`config.mk`:
```
export PLATFORM = sky130hd
export DESIGN_NAME = elevator_request_scheduler
export DESIGN_NICKNAME = d
export VERILOG_FILES = /design/src/hw/rtl/ers_pkg.sv /design/src/hw/rtl/ers_mem.sv /design/src/hw/rtl/ers_cmp.sv /design/src/hw/rtl/elevator_request_scheduler.sv
export SDC_FILE = /design/constraint.sdc
export NUM_CORES = 1
export LEC_CHECK = 0
export ABC_AREA = 1
export BUFFER_PORTS_ARGS = -buffer_cell sky130_fd_sc_hd__buf_2
export CAP_MARGIN = 20
export CORE_MARGIN = 5
export CORE_UTILIZATION = 56
export DETAILED_ROUTE_END_ITERATION = 12
export PLACE_DENSITY_LB_ADDON = 0.08
export SETUP_SLACK_MARGIN = 0.1
export SYNTH_ARGS = -nofsm -noshare
export SYNTH_HDL_FRONTEND = slang
export SYNTH_SLANG_ARGS = --single-unit
```
`constraint.sdc`:
```
create_clock -name clk -period 2.9 [get_ports clk]
set_input_delay 0.725 -clock clk [delete_from_list [all_inputs] [get_ports clk]]
set_output_delay 0.725 -clock clk [all_outputs]
set_load 0.03 [all_outputs]
```
`src/hw/rtl/ers_pkg.sv`:
```
// ----------------------------------------------------------------------------
// ers_pkg
// Types, constants and helpers shared by the elevator request scheduler.
// ----------------------------------------------------------------------------
package ers_pkg;

  localparam int NUM_FLOORS = 64;
  localparam int DEPTH      = 16;

  localparam int FLOOR_W = 6;
  localparam int CNT_W   = $clog2(DEPTH + 1);
  localparam int IDX_W   = $clog2(DEPTH);

  typedef enum logic [2:0] {
    STAT_ADDED = 3'd0,
    STAT_DUP   = 3'd1,
    STAT_FULL  = 3'd2,
    STAT_MOVED = 3'd3,
    STAT_EMPTY = 3'd4
  } status_t;

  typedef enum logic [1:0] {
    CMP_EQ,
    CMP_GT,
    CMP_LT
  } cmp_mode_t;

  typedef enum logic [1:0] {
    S_IDLE,
    S_SCAN,
    S_SHIFT,
    S_DONE
  } state_t;

  typedef struct packed {
    logic               req_type;
    logic [FLOOR_W-1:0] request_floor;
  } req_t;

  typedef struct packed {
    status_t            status;
    logic [FLOOR_W-1:0] served_floor;
    logic               going_up;
    logic [4:0]         pending_count;
  } rsp_t;

  typedef struct packed {
    logic               en;
    logic [IDX_W-1:0]   addr;
    logic [FLOOR_W-1:0] data;
  } mem_wr_t;

  // Clamp a requested floor to the top floor of the building.
  function automatic logic [FLOOR_W-1:0] sat_floor(input logic [FLOOR_W-1:0] f);
    logic [FLOOR_W-1:0] res;
    if (int'(f) > NUM_FLOORS - 1) begin
      res = FLOOR_W'(NUM_FLOORS - 1);
    end else begin
      res = f;
    end
    return res;
  endfunction

endpackage

```
`src/hw/rtl/ers_mem.sv`:
```
// ----------------------------------------------------------------------------
// ers_mem
// Pending floor list storage: one write port, one registered read port.
// ----------------------------------------------------------------------------
module ers_mem
  import ers_pkg::*;
(
  input  logic               clk,
  input  mem_wr_t            wr,
  input  logic               ren,
  input  logic [IDX_W-1:0]   raddr,
  output logic [FLOOR_W-1:0] rdata
);

  logic [FLOOR_W-1:0] mem [DEPTH];

  always_ff @(posedge clk) begin
    if (wr.en) begin
      mem[wr.addr] <= wr.data;
    end
  end

  always_ff @(posedge clk) begin
    if (ren) begin
      rdata <= mem[raddr];
    end
  end

endmodule

```
`src/hw/rtl/ers_cmp.sv`:
```
// ----------------------------------------------------------------------------
// ers_cmp
// Shared floor comparator used for the duplicate check and the stop search.
// ----------------------------------------------------------------------------
module ers_cmp
  import ers_pkg::*;
(
  input  cmp_mode_t          mode,
  input  logic [FLOOR_W-1:0] a,
  input  logic [FLOOR_W-1:0] b,
  output logic               hit
);

  always_comb begin
    unique case (mode)
      CMP_EQ:  hit = (a == b);
      CMP_GT:  hit = (a > b);
      CMP_LT:  hit = (a < b);
      default: hit = 1'b0;
    endcase
  end

endmodule

```
`src/hw/rtl/elevator_request_scheduler.sv`:
```
// ----------------------------------------------------------------------------
// elevator_request_scheduler
// Keeps an arrival-ordered list of floor requests and picks the next stop.
// ----------------------------------------------------------------------------
// One transaction at a time: the input stalls from acceptance until the result
// is loaded into the output register, which then holds it while the next
// transaction is accepted. A list memory with one write and one read port and
// one shared comparator walk the list one entry per cycle. An add scans the
// list for a duplicate and appends the floor if none is found; a full-list add
// or an empty serve goes straight to the result. A serve scans in the current
// direction and, if nothing hits, in the other one (the direction flips when
// the stop is found there), then shifts the later entries down at one per
// cycle. The result waits while the output register stays stalled with an
// older result. No clearing pass after reset: only the first pending_count
// entries are ever read.
module elevator_request_scheduler
  import ers_pkg::*;
(
  input  logic clk,
  input  logic rst,
  input  logic in_valid,
  output logic in_stall,
  input  req_t in_data,
  output logic out_valid,
  input  logic out_stall,
  output rsp_t out_data
);

  state_t             state, state_next;
  logic [CNT_W-1:0]   count, count_next;
  logic [FLOOR_W-1:0] cur, cur_next;
  logic               up, up_next;
  logic               op_serve, op_serve_next;
  logic [FLOOR_W-1:0] floor, floor_next;
  logic               dir, dir_next;
  logic               second, second_next;
  logic [CNT_W-1:0]   idx, idx_next;
  logic               rd_vld, rd_vld_next;
  logic [IDX_W-1:0]   rd_idx, rd_idx_next;
  logic [FLOOR_W-1:0] head, head_next;
  status_t            stat, stat_next;
  logic               out_valid_next;
  rsp_t               out_data_next;

  mem_wr_t            wr;
  logic               ren;
  logic [IDX_W-1:0]   raddr;
  logic [FLOOR_W-1:0] rdata;

  cmp_mode_t          cmp_mode;
  logic [FLOOR_W-1:0] cmp_b;
  logic               hit;

  ers_mem u_mem (
    .clk   (clk),
    .wr    (wr),
    .ren   (ren),
    .raddr (raddr),
    .rdata (rdata)
  );

  assign cmp_mode = op_serve ? (dir ? CMP_GT : CMP_LT) : CMP_EQ;
  assign cmp_b    = op_serve ? cur : floor;

  ers_cmp u_cmp (
    .mode (cmp_mode),
    .a    (rdata),
    .b    (cmp_b),
    .hit  (hit)
  );

  assign in_stall = (state != S_IDLE);

  always_ff @(posedge clk) begin
    if (rst) begin
      state     <= S_IDLE;
      count     <= '0;
      cur       <= '0;
      up        <= 1'b1;
      rd_vld    <= 1'b0;
      out_valid <= 1'b0;
    end else begin
      state     <= state_next;
      count     <= count_next;
      cur       <= cur_next;
      up        <= up_next;
      rd_vld    <= rd_vld_next;
      out_valid <= out_valid_next;
    end
  end

  always_ff @(posedge clk) begin
    op_serve <= op_serve_next;
    floor    <= floor_next;
    dir      <= dir_next;
    second   <= second_next;
    idx      <= idx_next;
    rd_idx   <= rd_idx_next;
    head     <= head_next;
    stat     <= stat_next;
    out_data <= out_data_next;
  end

  always_comb begin
    state_next     = state;
    count_next     = count;
    cur_next       = cur;
    up_next        = up;
    op_serve_next  = op_serve;
    floor_next     = floor;
    dir_next       = dir;
    second_next    = second;
    idx_next       = idx;
    rd_vld_next    = 1'b0;
    rd_idx_next    = rd_idx;
    head_next      = head;
    stat_next      = stat;
    out_valid_next = out_valid && out_stall;
    out_data_next  = out_data;
    wr             = '0;
    ren            = 1'b0;
    raddr          = idx[IDX_W-1:0];

    unique case (state)
      S_IDLE: begin
        if (in_valid) begin
          op_serve_next = in_data.req_type;
          floor_next    = sat_floor(in_data.request_floor);
          dir_next      = up;
          second_next   = 1'b0;
          idx_next      = '0;
          if (!in_data.req_type && (int'(count) >= DEPTH)) begin
            stat_next  = STAT_FULL;
            state_next = S_DONE;
          end else if (in_data.req_type && (count == '0)) begin
            stat_next  = STAT_EMPTY;
            state_next = S_DONE;
          end else begin
            state_next = S_SCAN;
          end
        end
      end

      S_SCAN: begin
        // keep the oldest entry for the fallback when neither direction hits
        if (rd_vld && (rd_idx == '0)) begin
          head_next = rdata;
        end
        if (rd_vld && hit) begin
          if (!op_serve) begin
            stat_next  = STAT_DUP;
            state_next = S_DONE;
          end else begin
            cur_next   = rdata;
            if (second) begin
              up_next = ~up;
            end
            idx_next   = CNT_W'(rd_idx) + CNT_W'(1);
            state_next = S_SHIFT;
          end
        end else if (!rd_vld && (idx == count)) begin
          if (!op_serve) begin
            wr.en      = 1'b1;
            wr.addr    = count[IDX_W-1:0];
            wr.data    = floor;
            count_next = count + CNT_W'(1);
            stat_next  = STAT_ADDED;
            state_next = S_DONE;
          end else if (!second) begin
            second_next = 1'b1;
            dir_next    = ~dir;
            idx_next    = '0;
          end else begin
            cur_next   = head;
            idx_next   = CNT_W'(1);
            state_next = S_SHIFT;
          end
        end else if (idx != count) begin
          ren         = 1'b1;
          rd_vld_next = 1'b1;
          rd_idx_next = idx[IDX_W-1:0];
          idx_next    = idx + CNT_W'(1);
        end
      end

      S_SHIFT: begin
        // move each later entry down one place to close the gap
        if (rd_vld) begin
          wr.en   = 1'b1;
          wr.addr = rd_idx - IDX_W'(1);
          wr.data = rdata;
        end
        if (idx != count) begin
          ren         = 1'b1;
          rd_vld_next = 1'b1;
          rd_idx_next = idx[IDX_W-1:0];
          idx_next    = idx + CNT_W'(1);
        end else if (!rd_vld) begin
          count_next = count - CNT_W'(1);
          stat_next  = STAT_MOVED;
          state_next = S_DONE;
        end
      end

      S_DONE: begin
        if (!out_valid || !out_stall) begin
          out_valid_next              = 1'b1;
          out_data_next.status        = stat;
          out_data_next.served_floor  = cur;
          out_data_next.going_up      = up;
          out_data_next.pending_count = 5'(count);
          state_next                  = S_IDLE;
        end
      end

      default: begin
        state_next = S_IDLE;
      end
    endcase
  end

endmodule
```
# == Word-level counts from Yosys, hierarchy flattened ==
# Memory sizes are Yosys's and may differ from the RTL's. A register that Yosys moved wholly into a read port is not among the register bits.
# Index checks and enable logic that the tools add are counted.
# totals
regBits,58
elab_cells,162
memories,1
in_bits,11
out_inout_bits,17
ramBits,96
# classes
addsub,5
n_reduce_logical,33
bitwise,2
n_eq_ne,27
mux,73
order_cmp,3
# memory_table
name,words,width,rd,rd_clocked_by_memory_dff,write_ports,line,text
u_mem.mem,16,6,1,1,1,ers_mem.sv:15,logic [FLOOR_W-1:0] mem [DEPTH];
# ops
operator,n
$mux W5,11
$mux W11,4
$mux W6,6
$mux W3,9
$mux W2,12
$ne A2 B2 Y1 const B,12
$pmux W11 S2,1
$mux W1,18
$ne A3 B3 Y1 const B,6
$reduce_and A6 Y1,3
$pmux W5 S3,1
$mux W4,3
$add A5 B1 Y5 const B,2
$pmux W5 S2,1
$reduce_and A5 Y1,2
$reduce_bool A2 Y1,5
$pmux W3 S3,1
$pmux W2 S4,1
$pmux W4 S2,1
$reduce_and A4 Y1,2
$reduce_and A8 Y1,1
$eq A2 B2 Y1 const B,3
$eq A6 B6 Y1,1
$gt A6 B6 Y1,1
other kinds (21),36

# == Depth between registers and ports, before layout ==
# depth
word_depth,9
mapped_depth,18
depth_no_buf,17

# == Hierarchy ==
# From an unflattened synthesis, not the netlist that was laid out.
# unflattened
cells_unflattened,803
area_unflattened_um2,7712.4
# modules_own_cells
mod,area_per_inst_um2,seq_area_each_um2,n_inst,cells_each
ers_mem,4385.5,3062.9,1,420
elevator_request_scheduler,3121.7,1581.5,1,346
ers_cmp,205.2,0.0,1,37

# == Least setup slack after synthesis ==
# No wires, ideal clock.
# synth_path
path_type,flip-flop to flip-flop
startpoint,reg op_serve
endpoint,reg idx[0] (enable)
required_time_ns,2.526
slack_ns,0.158
arrival_ns,2.368
path_stages_with_launch,14
setup_time_ns,0.374
synth_period_minus_slack_ns,2.742
path_buffers,2
path_cell_list,edfxtp_1 clkbuf_1 nand2_1 o21ai_0 ha_1 nand2_1 nor2_1 nand2_1 nand4_1 nand3_1 nand2_1 buf_2 a21oi_1 nor3_1
# synth_between
elab_chain_cells,6
word_cells_on_any_way,13
cone_classes,order compare: 2; eq/ne: 5; mux: 3; reduce/logical: 3
# synth_lines
item,line,text
start: declaration,elevator_request_scheduler.sv:33,"logic op_serve, op_serve_next;"
start signal: assignment,elevator_request_scheduler.sv:93,op_serve <= op_serve_next;
$mux W6 or $mux W2 (tied branches),"elevator_request_scheduler.sv:63, elevator_request_scheduler.sv:62",
"$lt A6 B6 Y1, or another cell as far along",ers_cmp.sv:18,CMP_LT: hit = (a < b);
$pmux W1 S3,ers_cmp.sv:15,unique case (mode)
$logic_and A1 B1 Y1,elevator_request_scheduler.sv:149,if (rd_vld && hit) begin
$ne A3 B3 Y1 (no line),n/a,
$reduce_and A4 Y1 (no line) (*),n/a,
end signal: assignment,elevator_request_scheduler.sv:97,idx <= idx_next;
end: declaration,elevator_request_scheduler.sv:37,"logic [CNT_W-1:0] idx, idx_next;"
# Mark *: on every way between the ends. The rest lies on a longest branch, timed or not.
# A chain may end at the register's enable or synchronous reset.

# == Worst setup path in the final report ==
# layout_path
startpoint,reg op_serve
endpoint,reg idx[3] (enable)
# The elaborated chain is that of the path after synthesis.

==> results.json <==
{
  "final_max_slew_viol_count": 0,
  "initial_core_util": 0.569,
  "max_freq_mhz": 385,
  "synth_adder_area_share": 0.0324,
  "clock-skew-final_ns": 0.00818,
  "layout_min_cycle_time_ns": 2.60,
  "max-slew-margin-rel": 0.450,
  "synth-compound-area-share": 0.116,
  "synth-simple-area-share": 0.152,
  "critical_path_required_ns": 3.03,
  "max_cap_viols": 0,
  "layout_commonest_cell": "sky130_fd_sc_hd__edfxtp_1",
  "setup_viol": 0,
  "dieHeight_microns": 123,
  "ctsLongestPathBuffers": 2,
  "startpoint_type": "flip-flop",
  "first_global_vias": 4988,
  "core_sq_um": 12600,
  "reg2reg_from": "op_serve",
  "cts_root_buffer": "sky130_fd_sc_hd__clkbuf_16",
  "vias_per_cell": 5.55,
  "status": "completed",
  "detail-route-antenna-nets": 0,
  "synth_area_sq_um": 7180,
  "floorplan.io_pins": 28,
  "timing.rr.end": "idx[3]",
  "postCtsHoldBufs": 0,
  "synth_edf_count": 144,
  "maximum_number_of_pins_on_one_net_before_global_route_repair": 53,
  "synth_cell_types": 40,
  "drt_pass1_iterations": 5,
  "synth-warning-count": 0,
  "areaGrowthSynthToFinish_pct": 14.8,
  "placedInstanceArea_sq_um": 7690,
  "rsz0062_at_grt": "no",
  "tritoncts": "yes",
  "class_of_the_most_critical_hold_timing_path": "flip-flop to flip-flop",
  "p_leak_nw": 3.06,
  "worst-r2r-cell-count": 14,
  "synth.yosys.seq_area_share": 0.647,
  "numPortBuffers": 27,
  "met2_length_mm": 7.72,
  "finish.instance_area_sq_um": 8250,
  "most-common-layout-cells": "sky130_fd_sc_hd__edfxtp_1 (144), sky130_fd_sc_hd__nand2_1 (112), sky130_fd_sc_hd__nor2_1 (91), sky130_fd_sc_hd__o21ai_0 (69), sky130_fd_sc_hd__inv_1 (46)",
  "grt_antenna_before_repair": 0,
  "met3WireLength_microns": 712,
  "post-layout-total-power_w": 0.00751,
  "dr_total_vias": 5034,
  "diodes": 0,
  "average_cell_area_after_synthesis_sq_um": 10.8,
  "route.detailed.wl_per_inst_microns": 17.3,
  "nNetsFinal": 752,
  "synth_top_family_by_area": "simple AND/OR/NAND/NOR gates",
  "final.setup.tns_ns": 0,
  "powerDensity_nw_per_um2": 911,
  "path_clk_slew_ns": 0.06,
  "remaining_design_rule_violation_count": 0,
  "setup.worst_path.class": "flip-flop to flip-flop",
  "place.gp.congestion": 0.921,
  "drive_gt1_frac": 0.163,
  "timing.final.crit_share": 0.895,
  "setup.worst_path.start": "op_serve",
  "finalWirelength_mm": 15.7,
  "synth_xor_area_frac": 0.00610,
  "arrival_ns": 2.73,
  "globalRoute.totalOverflow": 0,
  "rows": 41,
  "syn_inst": 665,
  "worstPathMaxFanout": 18,
  "finalHoldViolations": 0,
  "clk_latency_ns": 0.42,
  "drt-met1-wl_mm": 6.82,
  "yosys-mux-area-fraction": 0,
  "synth-main-ff-cell": "sky130_fd_sc_hd__edfxtp_1",
  "worst_setup_path_endpoint": "idx[3]",
  "ys_async_sr_fraction": 0,
  "holdWs_ns": 0.424,
  "ir_worst_vdd_mv": 0.558,
  "die_width_microns": 123,
  "worst-r2r-setup-slack_ns": 0.30,
  "clock_sinks": 160,
  "synth.ff_latch_count": 160,
  "worst_setup_path_end_kind": "flip-flop",
  "mappedNetlistNets": 694,
  "routed.top_layer": "met4",
  "all_layer_gr_usage": 0.223,
  "grt_pass1_wl_mm": 25.5,
  "design.die.area_sq_um": 15200,
  "estimated_wirelength_of_the_detail_placed_design_mm": 10.7,
  "cts_made_buffers": 17,
  "tightest_slew_ns": 0.819,
  "drt-initial-drc-count": 504,
  "cts_htree_levels": 4
}
[cell type report]
cell class / instances / area [sq um]
repair buffers: 66 / 428
inverters: 55 / 206
multi-input cells: 423 / 2210
well taps: 172 / 215
clock buffers: 18 / 429
fillers: 1002 / 4370
clock inverters: 13 / 114
flip-flops and latches: 160 / 4640
[how the worst min path moves through the flow]
stage,from,end,slack (ns),cells after the start
floorplan,stat[0],out_data[12],0.40,0
detailed placement,stat[1],out_data[13],0.41,0
CTS,stat[1],out_data[13],0.42,0
global placement,stat[1],out_data[13],0.41,0
finish,stat[1],out_data[13],0.42,0
global route,stat[0],out_data[12],0.43,0
[worst max-delay path: stages (launching register included)]
cell,delay (ns)
sky130_fd_sc_hd__edfxtp_1,0.35
sky130_fd_sc_hd__buf_4,0.19
sky130_fd_sc_hd__nand2_1,0.08
sky130_fd_sc_hd__o21ai_0,0.08
sky130_fd_sc_hd__ha_1,0.30
sky130_fd_sc_hd__nand2_1,0.08
sky130_fd_sc_hd__nor2_1,0.20
sky130_fd_sc_hd__nand2_1,0.10
sky130_fd_sc_hd__nand4_1,0.08
sky130_fd_sc_hd__nand3_1,0.09
sky130_fd_sc_hd__nand2_1,0.10
sky130_fd_sc_hd__buf_4,0.24
sky130_fd_sc_hd__a21oi_1,0.09
sky130_fd_sc_hd__nor3_1,0.14
sky130_fd_sc_hd__buf_4,0.19
[cell usage after synthesis (all sizes together) (5+ instances only)]
library cell	n	area share
a21oi	33	0.023
o21ai	74	0.053
edfxtp	144	0.60
buf	7	0.0071
inv	54	0.028
dfxtp	16	0.045
nand3	28	0.021
o221ai	17	0.021
nand2	119	0.065
ha	17	0.030
o211ai	5	0.0052
nand4	6	0.0052
o22ai	8	0.0070
nor2	95	0.053
clkbuf	20	0.010
[power by group]
| group | internal, W | switching [W] | leakage [nW] |
|---|---|---|---|
| sequential | 0.00286 | 0.000211 | 1.34 |
| combinational | 0.000743 | 0.00164 | 1.45 |
| clock | 0.00118 | 0.000875 | 0.263 |
| total | 0.00478 | 0.00273 | 3.06 |
[registers in the layout, indices dropped and copies added (netlist names), 2 cells and up]
name,count
count,5
cur,6
floor,6
head,6
idx,5
out_data,15
rd_idx,4
stat,3
state,2
u_mem.mem,96
u_mem.rdata,6
[routing by layer]
metal  vias up  GRT usage
met5         -          0
met4         0     0.0900
met3        39     0.0526
met2       153      0.373
met1      2383      0.281
li1       2459          -
[timing repair]
| item | CTS | global route |
|---|---|---|
| hold endpoints to repair | 0 | 0 |
| gates resized for setup | 0 | 1 |
| endpoints found under the setup margin | 0 | 28 |
| setup buffers | 0 | 1 |
[metrics by stage]
stage          instances   util  worst slack (ns)
2_1_floorplan        665      -             0.158
3_5_place_dp         875  0.610             0.183
4_1_cts              906  0.653             0.156
3_3_place_gp         875  0.610             0.301
6_report             907  0.653             0.303
5_1_grt              907  0.653             0.104
[cells by family (layout without fill, tap and decap cells)]
family                     count (synthesis)  in the layout
and+or+nand+nor                          256            256
adders and majority gates                 18             18
AOI/OAI and AO/OA                        144            144
buffers and inverters                     82            152
xor gates and xnor gates                   5              5
DFF                                      160            160
Power figures use the tool's default switching activity.
